==> src/hdl/sss_pkg.sv <==
// Shared types and constants for the stable score sorter.
// Used by sss_cell, stable_score_sorter, sss_order_checker and the testbench top; depends on nothing else.
package sss_pkg;

    localparam int MAX_ROWS_DEF = 16;
    localparam int SCORE_W      = 32;
    localparam int TAG_W        = 8;

    typedef struct packed {
        logic signed [SCORE_W-1:0] score;
        logic        [TAG_W-1:0]   row_tag;
        logic                      last_in;
    } sss_req_t;

    typedef struct packed {
        logic signed [SCORE_W-1:0] sorted_score;
        logic        [TAG_W-1:0]   sorted_tag;
        logic                      last_out;
        logic                      overflow;
    } sss_result_t;

    typedef struct packed {
        logic signed [SCORE_W-1:0] score;
        logic        [TAG_W-1:0]   tag;
    } sss_record_t;

    // Control broadcast to every cell of the row.
    typedef struct packed {
        logic insert;
        logic drain;
    } sss_ctrl_t;

    // What a cell shows its neighbors.
    typedef struct packed {
        logic        valid;
        logic        shift;
        sss_record_t rec;
    } sss_link_t;

    typedef enum logic [1:0] {
        ST_LOAD  = 2'b01,
        ST_DRAIN = 2'b10
    } sss_state_t;

endpackage

==> src/hdl/sss_cell.sv <==
// One cell of the sorting row: holds one record and its valid bit.
// Depends on sss_pkg for the record, link and control types.
module sss_cell
    import sss_pkg::*;
(
    input  logic        clk,
    input  logic        rst_n,
    input  sss_ctrl_t   ctrl,
    input  sss_record_t new_rec,
    input  sss_link_t   left_link,
    input  sss_link_t   right_link,
    output sss_link_t   cell_link
);

    logic        valid_reg;
    logic        valid_next;
    sss_record_t rec_reg;
    sss_record_t rec_next;
    logic        shift;

    // Strictly greater stored scores move up, so equal scores keep arrival order.
    assign shift = valid_reg && ($signed(new_rec.score) < $signed(rec_reg.score));

    always_comb
    begin
        valid_next = valid_reg;
        rec_next   = rec_reg;
        if (ctrl.drain)
        begin
            valid_next = right_link.valid;
            rec_next   = right_link.rec;
        end
        else if (ctrl.insert && (shift || (!valid_reg && left_link.valid)))
        begin
            valid_next = 1'b1;
            rec_next   = left_link.shift ? left_link.rec : new_rec;
        end
    end

    always_ff @(posedge clk or negedge rst_n)
    begin
        if (!rst_n)
        begin
            valid_reg <= 1'b0;
        end
        else
        begin
            valid_reg <= valid_next;
        end
    end

    always_ff @(posedge clk)
    begin
        rec_reg <= rec_next;
    end

    assign cell_link.valid = valid_reg;
    assign cell_link.shift = shift;
    assign cell_link.rec   = rec_reg;

endmodule

==> src/hdl/stable_score_sorter.sv <==
// Top level of the stable score sorter: control and a row of sss_cell instances.
// Depends on sss_pkg and sss_cell.
//
// Records are accepted one per cycle (start high, busy low) and are placed at
// once into a sorted row of MAX_ROWS cells. The record with last_in set closes
// the set; from the next cycle the row shifts toward cell 0 and gives one
// result per cycle, N results for N held records, marked by result_valid, with
// last_out on the final one. Busy is high while those results are given. The
// receiver cannot stall: every result is on the ports for one cycle only.
// Records arriving while the row is full are dropped and overflow is set on
// every result of that set.
module stable_score_sorter
    import sss_pkg::*;
#(
    parameter int MAX_ROWS = MAX_ROWS_DEF
)
(
    input  logic        clk,
    input  logic        rst_n,
    input  logic        start,
    output logic        busy,
    input  sss_req_t    req,
    output logic        result_valid,
    output sss_result_t result
);

    sss_state_t state_reg;
    sss_state_t state_next;
    logic       overflow_reg;
    logic       overflow_next;

    sss_ctrl_t     ctrl;
    sss_record_t   new_rec;
    sss_link_t     link [MAX_ROWS];
    logic [MAX_ROWS-1:0] valid_vec;
    logic          full;
    logic          accept;
    logic          final_out;

    assign new_rec.score = req.score;
    assign new_rec.tag   = req.row_tag;

    assign full      = link[MAX_ROWS-1].valid;
    assign accept    = start && !busy;
    assign final_out = !link[1].valid;

    assign ctrl.insert = (state_reg == ST_LOAD) && accept && !full;
    assign ctrl.drain  = (state_reg == ST_DRAIN);

    for (genvar i = 0; i < MAX_ROWS; i++)
    begin : g_cell
        sss_link_t left_in;
        sss_link_t right_in;

        if (i == 0)
        begin : g_head
            assign left_in = '{valid: 1'b1, shift: 1'b0, rec: '0};
        end
        else
        begin : g_body
            assign left_in = link[i-1];
        end

        if (i == MAX_ROWS - 1)
        begin : g_tail
            assign right_in = '{valid: 1'b0, shift: 1'b0, rec: '0};
        end
        else
        begin : g_next
            assign right_in = link[i+1];
        end

        sss_cell u_cell (
            .clk        (clk),
            .rst_n      (rst_n),
            .ctrl       (ctrl),
            .new_rec    (new_rec),
            .left_link  (left_in),
            .right_link (right_in),
            .cell_link  (link[i])
        );

        assign valid_vec[i] = link[i].valid;
    end

    always_comb
    begin
        state_next    = state_reg;
        overflow_next = overflow_reg;
        unique case (state_reg)
            ST_LOAD:
            begin
                if (accept)
                begin
                    if (full)
                    begin
                        overflow_next = 1'b1;
                    end
                    if (req.last_in)
                    begin
                        state_next = ST_DRAIN;
                    end
                end
            end
            ST_DRAIN:
            begin
                if (final_out)
                begin
                    state_next    = ST_LOAD;
                    overflow_next = 1'b0;
                end
            end
            default:
            begin
                state_next = ST_LOAD;
            end
        endcase
    end

    always_ff @(posedge clk or negedge rst_n)
    begin
        if (!rst_n)
        begin
            state_reg    <= ST_LOAD;
            overflow_reg <= 1'b0;
        end
        else
        begin
            state_reg    <= state_next;
            overflow_reg <= overflow_next;
        end
    end

    assign busy                = (state_reg == ST_DRAIN);
    assign result_valid        = (state_reg == ST_DRAIN);
    assign result.sorted_score = link[0].rec.score;
    assign result.sorted_tag   = link[0].rec.tag;
    assign result.last_out     = final_out;
    assign result.overflow     = overflow_reg;

    // A result always comes from a held record.
    a_result_held: assert property (@(posedge clk) disable iff (!rst_n)
        result_valid |-> link[0].valid)
        else $error("result given from an empty head cell");

    // Held records always form one contiguous run from cell 0.
    a_contiguous: assert property (@(posedge clk) disable iff (!rst_n)
        (valid_vec & (valid_vec + 1'b1)) == '0)
        else $error("gap in the row of held records");

    // An accepted record with room grows the row by exactly one.
    a_insert_grows: assert property (@(posedge clk) disable iff (!rst_n)
        ctrl.insert |=> $countones(valid_vec) == $past($countones(valid_vec)) + 1)
        else $error("insert did not add exactly one record");

    // After the final result the row is empty and ready for a new set.
    a_drain_empties: assert property (@(posedge clk) disable iff (!rst_n)
        (result_valid && result.last_out) |=> (!busy && valid_vec == '0 && !overflow_reg))
        else $error("row not cleared after the final result");

endmodule

==> config.mk <==
export PLATFORM = sky130hd
export DESIGN_NAME = stable_score_sorter
export DESIGN_NICKNAME = d
export VERILOG_FILES = /design/src/hdl/sss_pkg.sv /design/src/hdl/sss_cell.sv /design/src/hdl/stable_score_sorter.sv
export SDC_FILE = /design/constraint.sdc
export NUM_CORES = 2
export LEC_CHECK = 0
export ABC_AREA = 1
export BUFFER_PORTS_ARGS = -buffer_cell sky130_fd_sc_hd__buf_2
export CORE_MARGIN = 2
export CORE_UTILIZATION = 25
export CTS_CLUSTER_DIAMETER = 120
export DETAILED_ROUTE_END_ITERATION = 8
export HOLD_SLACK_MARGIN = 0.03
export SKIP_CTS_REPAIR_TIMING = 1
export SLEW_MARGIN = 10
export SYNTH_ARGS = -nofsm -noshare
export SYNTH_HDL_FRONTEND = slang
export SYNTH_SLANG_ARGS = --single-unit
==> constraint.sdc <==
create_clock -name clk -period 7.18 [get_ports clk]
set_input_delay 1.077 -clock clk [delete_from_list [all_inputs] [get_ports clk]]
set_output_delay 1.077 -clock clk [all_outputs]
set_load 0.02 [all_outputs]
== Word-level counts from Yosys, hierarchy flattened ==
Cells that the tools add are included.

* Register bits after elaboration: 659
* Bits in latches: 0
* RAM bits: 0
* Bits in read-only memories: 0
* Bits of input ports: 44
* Output and inout port bits: 44
* Logic and storage cells: 259
* Memories: 0

* Add/subtract/negate cells: 0
* Multiply operators: 0
* Divide/modulo/power cells: 0
* Order comparisons: 16
* Eq/ne operators: 6
* Shift-type cells: 0
* Mux-type cells: 85
* Bitwise operators: 0
* Reduce and logical (&&, ||, !) cells: 102

{| class="wikitable"
|+ Operator list
! operator !! number
|-
| 2-to-1 mux 40 bit || 45
|-
| < comparator 32 bit || 16
|-
| logical AND 1 bit || 50
|-
| 2-to-1 mux 1 bit || 35
|-
| nonzero test 2 bit || 17
|-
| zero test 1 bit || 17
|-
| logical OR 1 bit || 16
|-
| 2-to-1 mux 2 bit || 3
|-
| != test 2 bit, second input constant || 3
|-
| one-hot mux 2 bit (2 select lines) || 1
|-
| AND reduction 4 bit || 1
|-
| AND reduction 3 bit || 1
|-
| == test 2 x 1 -> 1 bit, second input constant || 1
|-
| == test 2 bit, second input constant || 1
|-
| != test 2 x 1 -> 1 bit, second input constant || 1
|-
| one-hot mux 1 bit (2 select lines) || 1
|}

== Logic depth before layout (Yosys ltp) ==
* Depth in word-level cells: 8
* Mapped depth: 21
* Gate-level depth less buffers: 19

== By module ==
A second synthesis with hierarchy kept.

* Cells, all modules: 5926
* Area total of the unflattened synthesis: 46683.5 sq um

{| class="wikitable"
|+ Modules (own cells, without submodules)
! module !! times used !! cells an instance !! area an instance (sq um) !! seq. area each (sq um)
|-
| sss_cell (g_cell[0].u_cell ...) || 15 || 369 || 2907.8 || 1226.2
|-
| sss_cell (g_cell[9].u_cell) || 1 || 368 || 2894.0 || 1226.2
|-
| stable_score_sorter || 1 || 23 || 172.7 || 76.3
|}

== Worst setup path after synthesis ==
Ideal clock, no wire load.

* Path kind: input -> register
* Start point: input port req[40] in the netlist's numbering
* End point: register g_cell[14].u_cell.rec_reg, in the netlist g_cell[14].u_cell.cell_link[0] (enable)
* Library setup time: 493 ps
* Data arrival time: 5128 ps
* Data required time: 6687 ps
* Slack: 1559 ps
* Cell stages on the path: 10
* Buffers on the path: 0
* Cells stage by stage: ha_1 nand2_1 nor2_1 nand2_1 nor4_1 nand2_1 nand3_1 nand3_1 o21a_1 o21ai_0

* Word-level cells in the longest chain between the ends: 5

{| class="wikitable"
|+ Ends and longest elaborated chain
! element !! RTL line !! text
|-
| from (decl) || stable_score_sorter.sv:22 || <nowiki>input sss_req_t req,</nowiki>
|-
| < comparator 32 bit || sss_cell.sv:22 || <nowiki>assign shift = valid_reg && ($signed(new_rec.score) < $signed(rec_reg.score));</nowiki>
|-
| logical AND 1 bit || sss_cell.sv:22 ||
|-
| logical OR 1 bit || sss_cell.sv:33 || <nowiki>else if (ctrl.insert && (shift || (!valid_reg && left_link.valid)))</nowiki>
|-
| logical AND 1 bit || sss_cell.sv:33 ||
|-
| nonzero test 2 bit (no source line) || - ||
|-
| to (signal assigned) || sss_cell.sv:54 || <nowiki>rec_reg <= rec_next;</nowiki>
|-
| to (decl) || sss_cell.sv:17 || <nowiki>sss_record_t rec_reg;</nowiki>
|}

Every way passes these cells.
A chain may end at the register's enable or synchronous reset.

== Worst setup path in the final report ==
* Start point: input port req[40] in the netlist's numbering
* End point: register g_cell[0].u_cell.rec_reg, in the netlist g_cell[0].u_cell.cell_link[11] (enable)

* Word-level cells in the longest chain between the ends: 5

{| class="wikitable"
|+ Ends and longest elaborated chain
! element !! RTL line
|-
| < comparator 32 bit || sss_cell.sv:22
|-
| logical AND 1 bit || sss_cell.sv:22
|-
| logical OR 1 bit || sss_cell.sv:33
|-
| logical AND 1 bit || sss_cell.sv:33
|-
| nonzero test 2 bit (no source line) || -
|-
| to (signal assigned) || sss_cell.sv:54
|-
| to (decl) || sss_cell.sv:17
|}

Every way passes these cells.

==> out/summary.json <==
{
  "power_density_nw_per_um2": 316,
  "worstSkewPairLatency_ns": 0.69,
  "synth_enable_flop_cells": 600,
  "yosys-mux-area-fraction_pct": 0,
  "timing.setup.tns_ns": 0,
  "sinks_on_the_clock_net": 659,
  "holdCritPathClass": "primary input to asynchronous set/reset pin",
  "synth-warning-count": 0,
  "setup-violations-final": 0,
  "final-hold-violation-count": 0,
  "synth-seq-area-share_pct": 42.3,
  "final_min_period_over_clock_period_pct": 68.7,
  "io_buffer_count": 87,
  "fin_worst_skew_ns": 0.0336,
  "drc_errors": 0,
  "n_fill_cell": 19339,
  "vias_in_the_first_global_route": 38984,
  "synth_fa_ha_area_share_pct": 12.7,
  "syn-cell-area_um2": 45600,
  "effective_utilization_at_floorplan_pct": 25.2,
  "antenna_found_initial": 5,
  "dominant_combinational_cell_family_by_area_after_synthesis": "simple AND/OR/NAND/NOR gates",
  "tritoncts_clock_tree": "yes",
  "yosys.area_share.xor_xnor_pct": 0,
  "critical_path_arrival_ns": 5.24,
  "postSynthRegisterBits": 659,
  "grt_ovf": 0,
  "synth.lib_cells_used.distinct": 31,
  "max-vdd-ir-drop_mv": 0.232,
  "layout_min_cycle_time_ns": 4.93,
  "initialDrtViolationCount": 4525,
  "ioPinCount": 88,
  "place.detailed.hpwl_mm": 108,
  "power.static_leakage_nw": 23.5,
  "area.growth.synth_to_final_pct": 11.4,
  "setup.worst_path.end_class": "register",
  "cts_root_buffer": "sky130_fd_sc_hd__clkbuf_16",
  "cp_max_fo": 23,
  "post_synth_and_or_nand_nor_area_fraction_pct": 25.3,
  "synth_top_flop_cell": "sky130_fd_sc_hd__edfxtp_1",
  "rsz0062_at_grt": "false",
  "die_x_um": 431,
  "timing_worst_setup_path_type": "primary input to register",
  "timing_max_transition_violations_final": 0,
  "yosys-top-cells-area": "sky130_fd_sc_hd__edfxtp_1 (39%), sky130_fd_sc_hd__nand2_1 (15%), sky130_fd_sc_hd__ha_1 (13%), sky130_fd_sc_hd__nand3_1 (7.1%), sky130_fd_sc_hd__inv_1 (6.3%)",
  "worstMarginPinSlew_ns": 1.21,
  "run_status": "finished clean",
  "dieHeight_um": 431,
  "drt-total-wl_mm": 161,
  "largest_register_ff_count": 640,
  "synth.net_count": 6396,
  "cts.path.max_buffers": 3,
  "dpl.cell_count": 8058,
  "drv.max_cap_violation_count": 0,
  "number_of_standard_cells_after_synthesis": 5887,
  "post_drt_via_cell_ratio": 4.97,
  "yosys.area.top_type": "sky130_fd_sc_hd__edfxtp_1",
  "netlist_top_cells_count": "sky130_fd_sc_hd__nand2_1 (1791), sky130_fd_sc_hd__inv_1 (770), sky130_fd_sc_hd__nand3_1 (649)",
  "floorplan.die_area_um2": 186000,
  "synth.most_common_cell": "sky130_fd_sc_hd__nand2_1",
  "relSlewSlack_pct": 19.6,
  "cts.clk_slew.worst_paths_ns": 0.06,
  "cp-start-kind": "primary input",
  "layoutNonFillerInstCount": 8207,
  "route.vias.total": 40752,
  "first_pass_iteration_count_of_the_detailed_router": 6,
  "grt_pass1_wl_mm": 242,
  "cts_max_level": 3,
  "cts_buffers": 80,
  "num_rows": 156,
  "fmax_ghz": 0.203,
  "routedWlPerCell_um": 19.7,
  "track_usage_pct": 16.9,
  "complex_gate_fraction_of_the_synthesized_area_pct": 10.1,
  "design.final.nets": 6279,
  "gpl.final_weighted_congestion": 0.990,
  "grt_max_degree": 268,
  "cp_data_required_time_ns": 7.49,
  "design.core.area_um2": 181000,
  "ys_async_sr_fraction_pct": 2.88,
  "drive_above_1_share_pct": 5.02,
  "post_route_antenna_net_violation_count": 0,
  "avgSynthCellArea_um2": 7.75,
  "synth_top_area_share_pct": 39.5
}
-- final cells by class --
class                      instances  area [um2]  area share [%]
inverter                         778        2930            5.76
sequential                       659       19300            37.9
tap                             2370        2970            5.83
antenna                            3        7.51          0.0148
multi-input combinational       4116       22100            43.6
clock inverter                    36         414           0.814
timing repair buffer             135         833            1.64
clock buffer                     110        2260            4.44
-- critical path, cell delays in order --
cell and delay, ns:
sky130_fd_sc_hd__buf_2 0.24, sky130_fd_sc_hd__ha_1 0.43, sky130_fd_sc_hd__nand2_1 0.11, sky130_fd_sc_hd__nor2_1 0.32, sky130_fd_sc_hd__nand4_1 0.31, sky130_fd_sc_hd__nor4b_1 0.80
sky130_fd_sc_hd__nand2_1 0.30, sky130_fd_sc_hd__nand3_2 0.15, sky130_fd_sc_hd__a21oi_1 0.11, sky130_fd_sc_hd__o21ai_4 0.75, sky130_fd_sc_hd__buf_4 0.59
-- per-layer routing --
layer / GRT usage, % / wire length (um)
met5: 0 / 34
met4: 6.55 / 5880
met3: 3.43 / 14100
met1: 22.5 / 69300
met2: 27.0 / 72100
-- cells in the final DEF (no fill, tap or decap), types with 9 or more instances in the layout --
master,netlist,routed
sky130_fd_sc_hd__nand2_1,1791,1777
sky130_fd_sc_hd__inv_1,770,766
sky130_fd_sc_hd__nand3_1,649,636
sky130_fd_sc_hd__edfxtp_1,600,600
sky130_fd_sc_hd__ha_1,465,465
sky130_fd_sc_hd__o21ai_0,431,429
sky130_fd_sc_hd__a21oi_1,261,261
sky130_fd_sc_hd__o21ai_1,170,170
sky130_fd_sc_hd__nor2_1,145,143
sky130_fd_sc_hd__nand4_1,124,124
sky130_fd_sc_hd__buf_2,84,87
sky130_fd_sc_hd__clkbuf_16,0,83
sky130_fd_sc_hd__buf_4,10,45
sky130_fd_sc_hd__dfxtp_1,40,40
sky130_fd_sc_hd__clkbuf_1,219,19
sky130_fd_sc_hd__clkinv_1,1,18
sky130_fd_sc_hd__nand3b_1,17,17
sky130_fd_sc_hd__nand3_2,4,17
sky130_fd_sc_hd__dfrtp_1,18,17
sky130_fd_sc_hd__nor3_1,13,13
sky130_fd_sc_hd__o22ai_1,10,10
sky130_fd_sc_hd__o21a_1,9,9
sky130_fd_sc_hd__bufinv_16,0,9
-- final timing paths --
check | start | end | slack [ns] | cells past startpoint
hold reg to reg | g_cell[15].u_cell.cell_link[37] | g_cell[15].u_cell.cell_link[37] | 0.46 | 2
min in group clk | g_cell[15].u_cell.cell_link[37] | g_cell[15].u_cell.cell_link[37] | 0.46 | 2
setup reg to reg | g_cell[0].u_cell.cell_link[39] | g_cell[0].u_cell.cell_link[11] | 2.34 | 11
hold / removal | rst_n | overflow_reg | 0.35 | 1
setup / recovery | req[40] | g_cell[0].u_cell.cell_link[11] | 2.25 | 11
max in group asynchronous | rst_n | g_cell[0].u_cell.valid_reg | 6.44 | 1
-- per-stage QoR --
| step | cell area, um2 | setup slack, ns | hold slack [ns] | util, % | total power, W |
|---|---|---|---|---|---|
| after floorplan | 45600 | 1.56 | 0.445 | - | 0.00957 |
| after global placement | 48200 | 1.68 | 0.452 | 26.6 | 0.0115 |
| after detailed placement | 48200 | 1.68 | 0.455 | 26.6 | 0.0117 |
| after CTS | 50800 | 2.36 | 0.325 | 28.1 | 0.0160 |
| after global routing | 50800 | 2.23 | 0.348 | 28.1 | 0.0170 |
| final | 50800 | 2.25 | 0.352 | 28.1 | 0.0160 |
-- where the power goes --
group,switching [W],leakage (nW),internal (W)
combinational,0.00446,16.3,0.00172
sequential,0.000311,5.99,0.00528
clock,0.00175,1.30,0.00252
total,0.00653,23.5,0.00952
-- logic make-up after synthesis --
| kind of cell | after synthesis |
|---|---|
| simple gates | 2747 |
| buf+inv | 1112 |
| compound gates | 904 |
| flops | 659 |
| fa+ha+maj | 465 |
Power figures use the tool's default switching activity.
